[src/rtl/core/fwp_pkg.sv]
// Shared types and codes of the inference work picker.
package fwp_pkg;

   // Stage codes of a table slot
   localparam logic [2:0] STAGE_ADMIT    = 3'd0;
   localparam logic [2:0] STAGE_PREFILL  = 3'd1;
   localparam logic [2:0] STAGE_DECODE   = 3'd2;
   localparam logic [2:0] STAGE_RELEASE  = 3'd3;
   localparam logic [2:0] STAGE_TERMINAL = 3'd4;

   // Item function codes
   localparam logic FUNC_WRITE = 1'b0;
   localparam logic FUNC_PLAN  = 1'b1;

   // Work kind codes
   localparam logic KIND_PREFILL = 1'b0;
   localparam logic KIND_DECODE  = 1'b1;

   localparam logic [31:0] BUDGET_RESET = 32'd512;

   typedef struct packed {
      logic        func;
      logic [5:0]  slot;
      logic        occupied;
      logic [31:0] request_id;
      logic [2:0]  stage_code;
      logic [31:0] prefill_pos;
      logic [31:0] decoded_tokens;
      logic [31:0] prompt_tokens;
   } req_type;

   typedef struct packed {
      logic [31:0] work_id;
      logic [31:0] range_start;
      logic [31:0] range_end;
      logic        work_kind;
   } rsp_type;

   typedef struct packed {
      logic [31:0] id;
      logic [2:0]  stage;
      logic [31:0] prefilled;
      logic [31:0] decoded;
      logic [31:0] prompt;
   } entry_type;

   typedef enum logic [2:0] {
      ST_CLEAR,
      ST_IDLE,
      ST_SCAN1,
      ST_SCAN2,
      ST_CALC,
      ST_DONE
   } picker_state_type;

endpackage

[src/rtl/core/fwp_range_calc.sv]
// Token range calculation for the selected slot: one registered add, then compare and select.
module fwp_range_calc (
   input  logic              clock,
   input  logic              load,
   input  fwp_pkg::entry_type sel,
   input  logic [31:0]       budget,
   output fwp_pkg::rsp_type  result,
   output logic              ok
);
   import fwp_pkg::*;

   logic [32:0] sum_ff;
   logic        is_decode;
   logic        clipped;
   logic [31:0] pre_end;

   assign is_decode = (sel.stage == STAGE_DECODE);

   // Decode end is prompt plus decoded; prefill end is position plus budget, clipped to prompt
   always_ff @(posedge clock) begin
      if (load) begin
         if (is_decode) begin
            sum_ff <= {1'b0, sel.prompt} + {1'b0, sel.decoded};
         end else begin
            sum_ff <= {1'b0, sel.prefilled} + {1'b0, budget};
         end
      end
   end

   assign clipped = ({1'b0, sel.prompt} < sum_ff);
   assign pre_end = clipped ? sel.prompt : sum_ff[31:0];

   always_comb begin
      result.work_id = sel.id;
      if (is_decode) begin
         result.range_start = sum_ff[31:0] - 32'd1;
         result.range_end   = sum_ff[31:0];
         result.work_kind   = KIND_DECODE;
         ok = (sel.decoded != 32'd0) && !sum_ff[32];
      end else begin
         result.range_start = sel.prefilled;
         result.range_end   = pre_end;
         result.work_kind   = KIND_PREFILL;
         ok = (sel.prefilled < pre_end);
      end
   end

endmodule

[config.mk]
export PLATFORM = sky130hd
export DESIGN_NAME = fwp_range_calc
export DESIGN_NICKNAME = d
export VERILOG_FILES = /design/src/rtl/core/fwp_pkg.sv /design/src/rtl/core/fwp_range_calc.sv
export SDC_FILE = /design/constraint.sdc
export NUM_CORES = 1
export LEC_CHECK = 0
export ABC_CLOCK_PERIOD_IN_PS = 13550
export BUFFER_PORTS_ARGS = -buffer_cell sky130_fd_sc_hd__clkbuf_2
export CAP_MARGIN = 15
export CORE_ASPECT_RATIO = 0.75
export CORE_MARGIN = 5
export CORE_UTILIZATION = 30
export CTS_CLUSTER_SIZE = 14
export DETAILED_ROUTE_END_ITERATION = 16
export SKIP_LAST_GASP = 1
export SLEW_MARGIN = 0
export SYNTH_ARGS = -nofsm -noshare
export SYNTH_HDL_FRONTEND = slang
export SYNTH_SLANG_ARGS = --single-unit
export TNS_END_PERCENT = 50
[constraint.sdc]
create_clock -name clock -period 13.55 [get_ports clock]
set_input_delay 2.71 -clock clock [delete_from_list [all_inputs] [get_ports clock]]
set_output_delay 2.71 -clock clock [all_outputs]
set_load 0.02 [all_outputs]
**After elaboration in Yosys (flattened, before gate mapping)**

Cells that the tools add are included.
W data, S select, Z words.

- Logic and storage cells: 14
- Flip-flop bits (word level): 33
- Output and inout bits: 98
- Input bits: 165

- Multiplexer cells: 4
- Eq/ne operators: 1
- $add $sub $neg: 3
- Reduce and logical (&&, ||, !) cells: 3
- Magnitude comparators: 2

Operator list:

| operator | count |
|---|---|
| $add A32 B32 Y33 | 2 |
| $mux W65 | 1 |
| $lt A32 B33 Y1 | 1 |
| $mux W33 | 1 |
| $lt A32 B32 Y1 | 1 |
| $mux W32 | 1 |
| $reduce_bool A32 Y1 | 1 |
| $sub A32 B1 Y32 const B | 1 |
| $eq A3 B2 Y1 const B | 1 |
| $logic_and A1 B1 Y1 | 1 |
| $logic_not A1 Y1 | 1 |
| $mux W1 | 1 |

**Depth between registers and ports, before layout**

Gate-level depths: netlist of run 1.

- Depth after elaboration: 4
- Depth in mapped cells: 21

**Worst setup path after synthesis of run 1**

Ideal clock, no wire load.

- Path kind: input -> output
- Start: input port sel[26] (netlist bit)
- End: output port ok
- Setup slack: 4599 ps
- Data arrival time: 6241 ps
- Cell stages on the path: 19
- Path through: ha_1 -> a21o_1 -> a21o_1 -> a21o_1 -> or2_2 -> a2111oi_4 -> nor2_1 -> buf_2 -> mux2i_1 -> ha_1 -> a21o_1 -> a21oi_1 -> nor2b_1 -> o21ai_0 -> nand2b_1 -> a21oi_1 -> nor2_1 -> o41ai_1 -> and3_1

- Longest elaborated chain between the ends: 4

Ends and longest elaborated chain:

| what | line | text |
|---|---|---|
| from (decl) | fwp_range_calc.sv:5 | `input fwp_pkg::entry_type sel,` |
| $lt A32 B33 Y1 | fwp_range_calc.sv:30 | `assign clipped = ({1'b0, sel.prompt} < sum_ff);` |
| $mux W32 * | fwp_range_calc.sv:31 | `assign pre_end = clipped ? sel.prompt : sum_ff[31:0];` |
| $lt A32 B32 Y1 * | fwp_range_calc.sv:44 | `ok = (sel.prefilled < pre_end);` |
| $mux W1 * | fwp_range_calc.sv:35 | `if (is_decode) begin` |
| to (decl) | fwp_range_calc.sv:8 | `output logic ok` |

Every way passes the cells marked *; elsewhere a longest branch is shown, timed or not.

**Worst setup path after layout of run 1**

- Start: input port sel[24] (netlist bit)
- End: output port ok

The elaborated chain is that of the path after synthesis.

==> results of run 1 <==
==> routing by layer <==
| layer | up-vias | track usage (%) |
|---|---|---|
| met5 | - | 0 |
| met4 | 2 | 2.772 |
| met3 | 21 | 4.049 |
| met2 | 277 | 28.08 |
| met1 | 3794 | 30.81 |
| li1 | 3972 | - |
==> worst paths after layout <==
check	from	end	slack (ps)
max	sel[24]	ok	3470
min	budget[0]	sum_ff[0]	2810
==> kinds of logic (layout without fill, tap and decap cells) <==
| logic type | count (synthesis) | after routing | synth area share, % |
|---|---|---|---|
| and+or+nand+nor | 300 | 300 | 19.98 |
| AOI/OAI and AO/OA | 283 | 283 | 22.91 |
| adders and majority gates | 129 | 129 | 20.61 |
| buffers and inverters | 109 | 257 | 6.854 |
| xor gates and xnor gates | 70 | 70 | 7.757 |
| muxes | 70 | 70 | 9.356 |
| DFF | 33 | 33 | 12.54 |
==> power by group <==
group	switching, mW	internal [mW]	total (mW)
registers	0.0320	0.137	0.169
clock network	0.0510	0.105	0.156
logic	0.273	0.189	0.462
==> area by class of cell <==
type,count,area share (%)
Clock buffer,5,1.360
Clock inverter,3,0.7074
Inverter,47,1.918
Multi-Input combinational cell,852,69.46
Sequential cell,33,10.77
Tap cell,344,4.680
Timing Repair Buffer,202,11.10
==> worst min-delay path: cells and delay by family <==
kind | cells | cell delay, ps
simple gates | 2 | 90
buf+inv | 1 | 80
fa+ha+maj | 1 | 110
==> cell usage after synthesis, drive strengths merged (4+ instances only) <==
cell type    n
ha         127
nand2       86
o21ai       86
a21oi       66
nor2        54
xnor2       54
inv         47
a21o        43
buf         43
mux2i       39
edfxtp      33
nor3        32
mux2        31
nand3       23
nand4       20
clkbuf      19
nor4        17
xor2        16
nand2b      14
o21a        13
nor2b       11
o31ai        9
a211oi       8
a31o         8
a31oi        8
and3         8
and2         7
o211ai       7
a21boi       6
a2111oi      5
and4         5
nor3b        4
or2          4
or3          4
==> per-stage QoR <==
step	setup WS, ps	instances
finish	3473	1486
global route	3033	1486
CTS	3354	1486
detailed placement	3367	1478
global placement	3394	1478
floorplan	4599	994
==> summary.txt, run 1 <==
status: complete, no violations
slowest library cell on the worst path: nor2_4
FP Rows: 51
CTS buffer count: 5
hold-fix buffers at CTS: 0
Top Metal Used: met5
Buf/Inv on CP: 3
Setup Buffers After CTS: 0
synthesized instance count: 994
synthesized area: 7904 sq um
vias per cell: 5.428
Clock transition at path regs: 60 ps
CP required: 10840 ps
max reg flops: 33
FFs w/ async S/R, synth: 0%
CP endpoint kind: primary output
wl on met1: 15500 microns
Slew Viols, Final: 0
Vias: 8066
Final Cycle Share: 74.37%
Port Buffers: 198
WS Path Type: input pin to primary output
Syn Nets: 1288
minimum clock period: 10080 ps
CP Max Fanout: 19
Initial Util: 30.43%
initial antenna violation count: 1
Placed Area: 9007 sq um
H-tree Lvls: 2
FF+latch area: 991.0 sq um
clock sinks: 33
die area: 29730 sq um
met3 wire length: 2424 microns
WP depth: 20
Top Registers: sum_ff x33
sequential area share after synthesis: 12.54%
footprint of the multi-input gates: 6389 sq um
fillers: 2813
layout net count: 1435
GRT Total Usage: 19.71%
Post-synth EDFFs: 33
CTS root buf: clkbuf_16
top cell type by total area after synthesis: ha_1
ANT cells: 0
router iterations before antenna repair: 5
chip height: 150.6 microns
pwr dens: 85.58 nW/um^2
hold path cells: 4
layout cells sized above 1: 21.28%
Main synth FF type: edfxtp_1
largest net degree at the start of global routing: 74
Final ANT Viol Nets: 0
Die X: 197.4 microns
HPWL Detailed: 25300 microns
post-route cell area: 9198 sq um
end-of-flow core utilization: 35.41%
Critical Path Max Stage Delay: 650 ps
post-DR wirelength/cell: 20.26 microns
Post-CTS Resized: 0
setup_tns: 0 ps
hold slack: 2810 ps
Biggest register: sum_ff
RSZ-0062 raised after global routing: no
Core ar.: 25970 sq um
Leakage: 4.362 nW
initial DRC count: 543
CTS tree: done
Final Power: 0.7871 mW
peak supply drop: 0.00004768 V
first-pass GRT wire length: 46030 microns
most common cell after layout, fill and taps aside: clkbuf_2
Rel. slew slack: 24.94%
Clock Tree Buf Depth: 2
gr ovfl total: 0
fmax: 0.09923 GHz
WL final: 30110 microns
Max Cap Viol: 0
commonest non-fill, non-tap cells in the layout: 198 x clkbuf_2, 127 x ha_1, 85 x nand2_1
GPL Wtd Cong: 0.8904
Avg Cell Area, Syn: 7.952 sq um
area growth from synthesis to layout: 16.37%
crit start category: input pin
area share of the largest cell type after synthesis: 20.10%
CP top delay family: simple AND/OR/NAND/NOR gates
setup violators final: 0
Synth Warn #: 0
synthesis-stage register bit count: 33
Final Hold Fails: 0
crit path cell chain: clkbuf_2 > ha_1 > nand3_1 > nor3_1 > o311a_1 > a2111oi_4 > nor2_4 > buf_4 > mux2i_1 > ha_1 > a21o_1 > a21oi_1 > nor2b_1 > o21ai_0 > nand2b_1 > a21oi_1 > nor2_1 > o41ai_1 > and3_1 > clkbuf_2
Worst Tran Pin Value: 1126 ps
vias in the first global route: 7876
min-delay worst type: input pin to flop
library cells used by synthesis: 75
met2 wire length: 11870 microns
I/O Pins: 263
top area cells in the synthesized netlist: ha_1 20%, edfxtp_1 13%, xnor2_1 6.0%, o21ai_0 5.1%, mux2i_1 4.9%
DRC viols: 0
CP Data Arrival Time: 7370 ps
Power figures use the tool's default switching activity.
==> run 2: changes to the inputs <==
- ABC_CLOCK_PERIOD_IN_PS: 13550 -> 10600
- clock period: 13.55 -> 10.6 ns (I/O delays scaled with it)
==> summary.txt, run 2 (same netlist as run 1, synthesis figures left out) <==
RSZ-0062 raised after global routing: no
Worst Tran Pin Value: 1154 ps (+28.41 ps)
GPL Wtd Cong: 0.8933 (+0.33%)
fmax: 0.1133 GHz
layout net count: 1435 (unchanged)
WS Path Type: input pin to primary output
post-DR wirelength/cell: 20.52 microns (+1.2%)
crit path cell chain: clkbuf_2 > ha_1 > nand3_1 > nor3_1 > o311a_1 > a2111oi_4 > nor2_4 > buf_4 > mux2i_1 > ha_1 > a21oi_1 > nor2b_1 > o21ai_0 > o21ai_0 > a2111oi_0 > o21ai_0 > nand3_1 > and3_1 > clkbuf_2
setup violators final: 0 (unchanged)
Critical Path Max Stage Delay: 700 ps (+50 ps)
Final Hold Fails: 0 (unchanged)
Cell Count Post-Placement: 1478 (unchanged)
Buf/Inv on CP: 3 (unchanged)
met3 Use GR: 3.982% (-0.067 points)
Initial Util: 30.43% (unchanged)
Clock Tree Buf Depth: 2 (unchanged)
ANT cells: 0 (unchanged)
Port Buffers: 198 (unchanged)
Clock transition at path regs: 70 ps (about the same)
min-delay worst type: input pin to flop
router iterations before antenna repair: 5 (unchanged)
CP top delay family: simple AND/OR/NAND/NOR gates
CTS root buf: clkbuf_16
H-tree Lvls: 2 (unchanged)
Critical Path Most Common Cell: o21ai_0
CP Data Arrival Time: 6710 ps (-660 ps)
status: complete, no violations
chip height: 150.6 microns (unchanged)
hold path cells: 4 (unchanged)
CTS buffer count: 5 (unchanged)
Rel. slew slack: 23.04% (-1.9 points)
max reg flops: 33 (unchanged)
pre-CTS setup slack: 1802 ps (-1565 ps)
Worst Min Path Start: sel[32]
die area: 29730 sq um (unchanged)
Final Cycle Share: 83.27%
Die X: 197.4 microns (unchanged)
Hold Path End: sum_ff[0]
FP Rows: 51 (unchanged)
initial antenna violation count: 1 (unchanged)
Setup Buffers After CTS: 0 (unchanged)
hold slack: 2218 ps (-592.6 ps)
first-pass GRT wire length: 46130 microns (+0.23%)
final worst slack: 1773 ps (-1700 ps)
met1 Use GR: 30.67% (-0.14 points)
setup_tns: 0 ps (unchanged)
vias per cell: 5.454 (+0.48%)
largest net degree at the start of global routing: 72 (-2.7%)
I/O Pins: 263 (unchanged)
Vias: 8105 (+0.48%)
hold-fix buffers at CTS: 0 (unchanged)
CP endpoint kind: primary output
Leakage: 4.339 nW (-0.53%)
Final ANT Viol Nets: 0 (unchanged)
CP Max Fanout: 19 (unchanged)
minimum clock period: 8827 ps
slowest library cell on the worst path: nor2_4
Max Cap Viol: 0 (unchanged)
met2 Track Usage GR: 29.07% (+0.99 points)
Biggest register: sum_ff
gr ovfl total: 0 (unchanged)
layout cells sized above 1: 21.19% (-0.088 points)
commonest non-fill, non-tap cells in the layout: 198 x clkbuf_2, 127 x ha_1, 85 x nand2_1
WL final: 30490 microns (+1.2%)
Non-Filler Instances: 1486 (unchanged)
DRC viols: 0 (unchanged)
most common cell after layout, fill and taps aside: clkbuf_2
Post-CTS Resized: 0 (unchanged)
FF+latch area: 991.0 sq um (unchanged)
GRT Total Usage: 19.94% (+0.23 points)
fillers: 2784 (-1.0%)
vias in the first global route: 7794 (-1.0%)
footprint of the multi-input gates: 6389 sq um (unchanged)
pwr dens: 104.9 nW/um^2 (+23%)
gr busiest metal: met1
CTS tree: done
Slew Viols, Final: 0 (unchanged)
area growth from synthesis to layout: 15.72%
clock sinks: 33 (unchanged)
crit start category: input pin
CP required: 8480 ps (-2360 ps)
Top Registers: sum_ff x33
initial DRC count: 702 (+29%)
peak supply drop: 0.00005643 V (+18%)
Core ar.: 25970 sq um (unchanged)
HPWL Detailed: 25410 microns (+0.42%)
-- run 2: area by class of cell --
class                           instances  area share [%]
Clock buffer                            6           1.409
Clock inverter                          2          0.1094
Inverter                               47           1.929
Multi-Input combinational cell        852           69.85
Sequential cell                        33           10.83
Tap cell                              344           4.706
Timing Repair Buffer                  202           11.16
-- run 2: worst max-delay path by stage --
stage,from,end,slack (ps),cells past startpoint
3_5_place_dp,sel[24],ok,1800,19
2_1_floorplan,sel[26],ok,2830,19
4_1_cts,sel[24],ok,1770,17
3_3_place_gp,sel[24],ok,1860,19
5_1_grt,sel[24],ok,1550,19
6_report,sel[24],ok,1770,19
-- run 2: metrics by stage --
stage          area [sq um]  util (%)  total power [mW]
2_1_floorplan          7904         -            0.6211
3_3_place_gp           9007     34.68            0.7966
3_5_place_dp           9007     34.68            0.8024
4_1_cts                9146     35.22            0.9590
5_1_grt                9146     35.22             1.032
6_report               9146     35.22            0.9596
-- run 2: per-layer routing --
layer  part of all wire (%)  routed length, microns
met1                     49                   15070
met2                     40                   12280
met3                    9.2                    2798
met4                    1.1                     322
met5                  0.036                      11
-- run 2: power breakdown --
part | internal (mW) | switching, mW | total, mW | leakage, nW
Combinational | 0.241 | 0.349 | 0.590 | 3.95
Sequential | 0.175 | 0.0414 | 0.216 | 0.323
Clock | 0.0867 | 0.0668 | 0.154 | 0.0706
Total | 0.503 | 0.457 | 0.960 | 4.34
==> run 3: changes to the inputs <==
- ABC_AREA: unset -> 1
- ABC_CLOCK_PERIOD_IN_PS: 10600 -> 8200
- clock period: 10.6 -> 8.2 ns (I/O delays scaled with it)
==> summary.txt, run 3 <==
Vias: 9442 (+16%)
initial antenna violation count: 1 (unchanged)
CP Data Arrival Time: 5430 ps (-1280 ps)
Die X: 199.8 microns (+1.2%)
CTS tree: done
CP Max Fanout: 48 (+29)
most common cell in the netlist: nand2_1
HPWL Detailed: 28860 microns (+14%)
CTS buffer count: 5 (unchanged)
Rel. slew slack: 34.00% (+11 points)
post-DR wirelength/cell: 18.41 microns (-10%)
FF+latch area: 991.0 sq um (unchanged)
layout net count: 1743 (+21%)
CP top delay family: simple AND/OR/NAND/NOR gates
top area cells in the synthesized netlist: ha_1 20%, nand2_1 13%, edfxtp_1 12%, o21ai_0 8.4%, a21oi_1 8.1%
peak supply drop: 0.00006158 V (+9.1%)
GRT Total Usage: 20.81% (+0.87 points)
status: complete, no violations
Biggest register: sum_ff
most common cell after layout, fill and taps aside: nand2_1
synthesized instance count: 1300 (+31%)
Max Cap Viol: 0 (unchanged)
chip height: 152.4 microns (+1.2%)
clock sinks: 33 (unchanged)
library cells used by synthesis: 52 (-31%)
Post-CTS Resized: 0 (unchanged)
minimum clock period: 7075 ps
crit start category: input pin
Final Hold Fails: 0 (unchanged)
initial DRC count: 960 (+37%)
router iterations before antenna repair: 6 (+1)
CTS root buf: clkbuf_16
min-delay worst type: input pin to flop
Critical Path Most Common Cell: nand2_1
gr ovfl total: 0 (unchanged)
Main synth FF type: edfxtp_1
largest net degree at the start of global routing: 120 (+67%)
H-tree Lvls: 2 (unchanged)
RSZ-0062 raised after global routing: no
pwr dens: 129.4 nW/um^2 (+23%)
setup_tns: 0 ps (unchanged)
pre-CTS setup slack: 1108 ps (-693.7 ps)
Syn Nets: 1594 (+24%)
commonest non-fill, non-tap cells in the layout: 286 x nand2_1, 198 x clkbuf_2, 162 x inv_1
Buf/Inv on CP: 3 (unchanged)
Leakage: 4.705 nW (+8.4%)
Port Buffers: 198 (unchanged)
Final Cycle Share: 86.28%
die area: 30450 sq um (+2.4%)
GPL Wtd Cong: 0.9322 (+4.4%)
Clock transition at path regs: 60 ps (about the same)
CP required: 6560 ps (-1920 ps)
I/O Pins: 263 (unchanged)
Worst Tran Pin Value: 990.0 ps (-164.4 ps)
area share of the largest cell type after synthesis: 19.60% (-0.51 points)
slowest library cell on the worst path: nand2_2
DRC viols: 0 (unchanged)
Slew Viols, Final: 0 (unchanged)
WS Path Type: input pin to primary output
Final ANT Viol Nets: 0 (unchanged)
FP Rows: 52 (+2.0%)
hold-fix buffers at CTS: 0 (unchanged)
Avg Cell Area, Syn: 6.237 sq um (-22%)
Placed Area: 9239 sq um (+2.6%)
WL final: 33170 microns (+8.8%)
footprint of the multi-input gates: 6141 sq um (-3.9%)
max reg flops: 33 (unchanged)
end-of-flow core utilization: 35.01% (-0.21 points)
top cell type by total area after synthesis: ha_1
setup violators final: 0 (unchanged)
vias per cell: 5.240 (-3.9%)
Post-synth EDFFs: 33 (unchanged)
sequential area share after synthesis: 12.22% (-0.32 points)
Initial Util: 30.25% (-0.19 points)
Setup Buffers After CTS: 0 (unchanged)
layout cells sized above 1: 17.03% (-4.2 points)
crit path cell chain: clkbuf_2 > ha_1 > nand2_1 > nand2_1 > nand2_1 > nand2_1 > a21oi_1 > nand2_1 > nor2_1 > nand2_2 > buf_4 > nand2_1 > o21ai_0 > ha_1 > a21oi_1 > nor2_1 > a211oi_1 > o221ai_1 > a211oi_1 > nand2_1 > nand2_1 > clkbuf_2
FFs w/ async S/R, synth: 0% (unchanged)
synthesis-stage register bit count: 33 (unchanged)
vias in the first global route: 8594 (+10%)
synthesized area: 8108 sq um (+2.6%)
first-pass GRT wire length: 49950 microns (+8.3%)
post-route cell area: 9384 sq um (+2.6%)
Top Registers: sum_ff x33
fmax: 0.1413 GHz
fillers: 3043 (+9.3%)
area growth from synthesis to layout: 15.74% (about the same)
CP endpoint kind: primary output
Clock Tree Buf Depth: 2 (unchanged)
Synth Warn #: 0 (unchanged)
Core ar.: 26810 sq um (+3.2%)
Synth top cells by count: 287 x nand2_1, 162 x inv_1, 136 x o21ai_0
Critical Path Max Stage Delay: 510 ps (-190 ps)
final worst slack: 1125 ps (-647.9 ps)
run 3: cell count changes in the layout (fill, tap and decap cells not counted), moves of 24 or more:
cell	previous run	this run
a21oi_1	66	132
o21ai_0	81	136
a21o_1	43	8
nand3_1	23	47
nor2_1	53	109
inv_1	47	162
nand2_1	85	286
mux2i_1	39	1
xnor2_1	54	5
mux2_1	28	0
run 3: worst min-delay path: cells and delay by family:
family	cells	cell delay (ps)
AND/OR/NAND/NOR	2	120
adder cells (fa/ha/maj)	1	120
buffers and inverters	1	80
run 3: report_power, final:
part / internal [mW] / leakage [nW] / switching [mW]
clock: 0.112 / 0.0696 / 0.0805
combinational: 0.259 / 4.31 / 0.509
sequential: 0.221 / 0.323 / 0.0326
run 3: cells by family (layout without fill, tap and decap cells):
group,after synthesis,in the layout,synth area share (%)
xor gates and xnor gates,18,18,1.944
AOI/OAI and AO/OA,370,370,25.56
other,0,1,0
and+or+nand+nor,520,520,27.93
muxes,1,1,0.1235
adders and majority gates,129,129,20.09
DFF,33,33,12.22
buffers and inverters,229,379,12.13
run 3: stage by stage:
stage | hold WS (ps) | power (mW) | instances
after floorplan | 1753 | 0.7717 | 1300
after global placement | 2059 | 1.009 | 1793
after detailed placement | 2068 | 1.016 | 1793
after CTS | 1785 | 1.210 | 1801
after global routing | 1827 | 1.320 | 1802
final | 1776 | 1.215 | 1802
run 3: cell type report:
cell class / count / area share [%]
inverters: 169 / 6.760
multi-input cells: 1038 / 65.44
flip-flops and latches: 33 / 10.56
well taps: 351 / 4.680
diodes: 1 / 0.02667
clock inverters: 3 / 0.1867
repair buffers: 202 / 11.01
clock buffers: 5 / 1.333
run 3: worst paths after layout:
kind / slack (ps) / end / start / depth (start not counted)
worst max-delay path: 1130 / ok / sel[26] / 22
worst min-delay path: 1780 / sum_ff[0] / budget[0] / 4
run 3: metal layers:
| metal | GRT usage (%) | up-vias | part of all wire (%) |
|---|---|---|---|
| met4 | 2.619 | 0 | 0.75 |
| li1 | - | 4770 | - |
| met5 | 0 | - | 0 |
| met3 | 2.431 | 11 | 8.2 |
| met1 | 34.21 | 4276 | 51 |
| met2 | 29.27 | 385 | 40 |
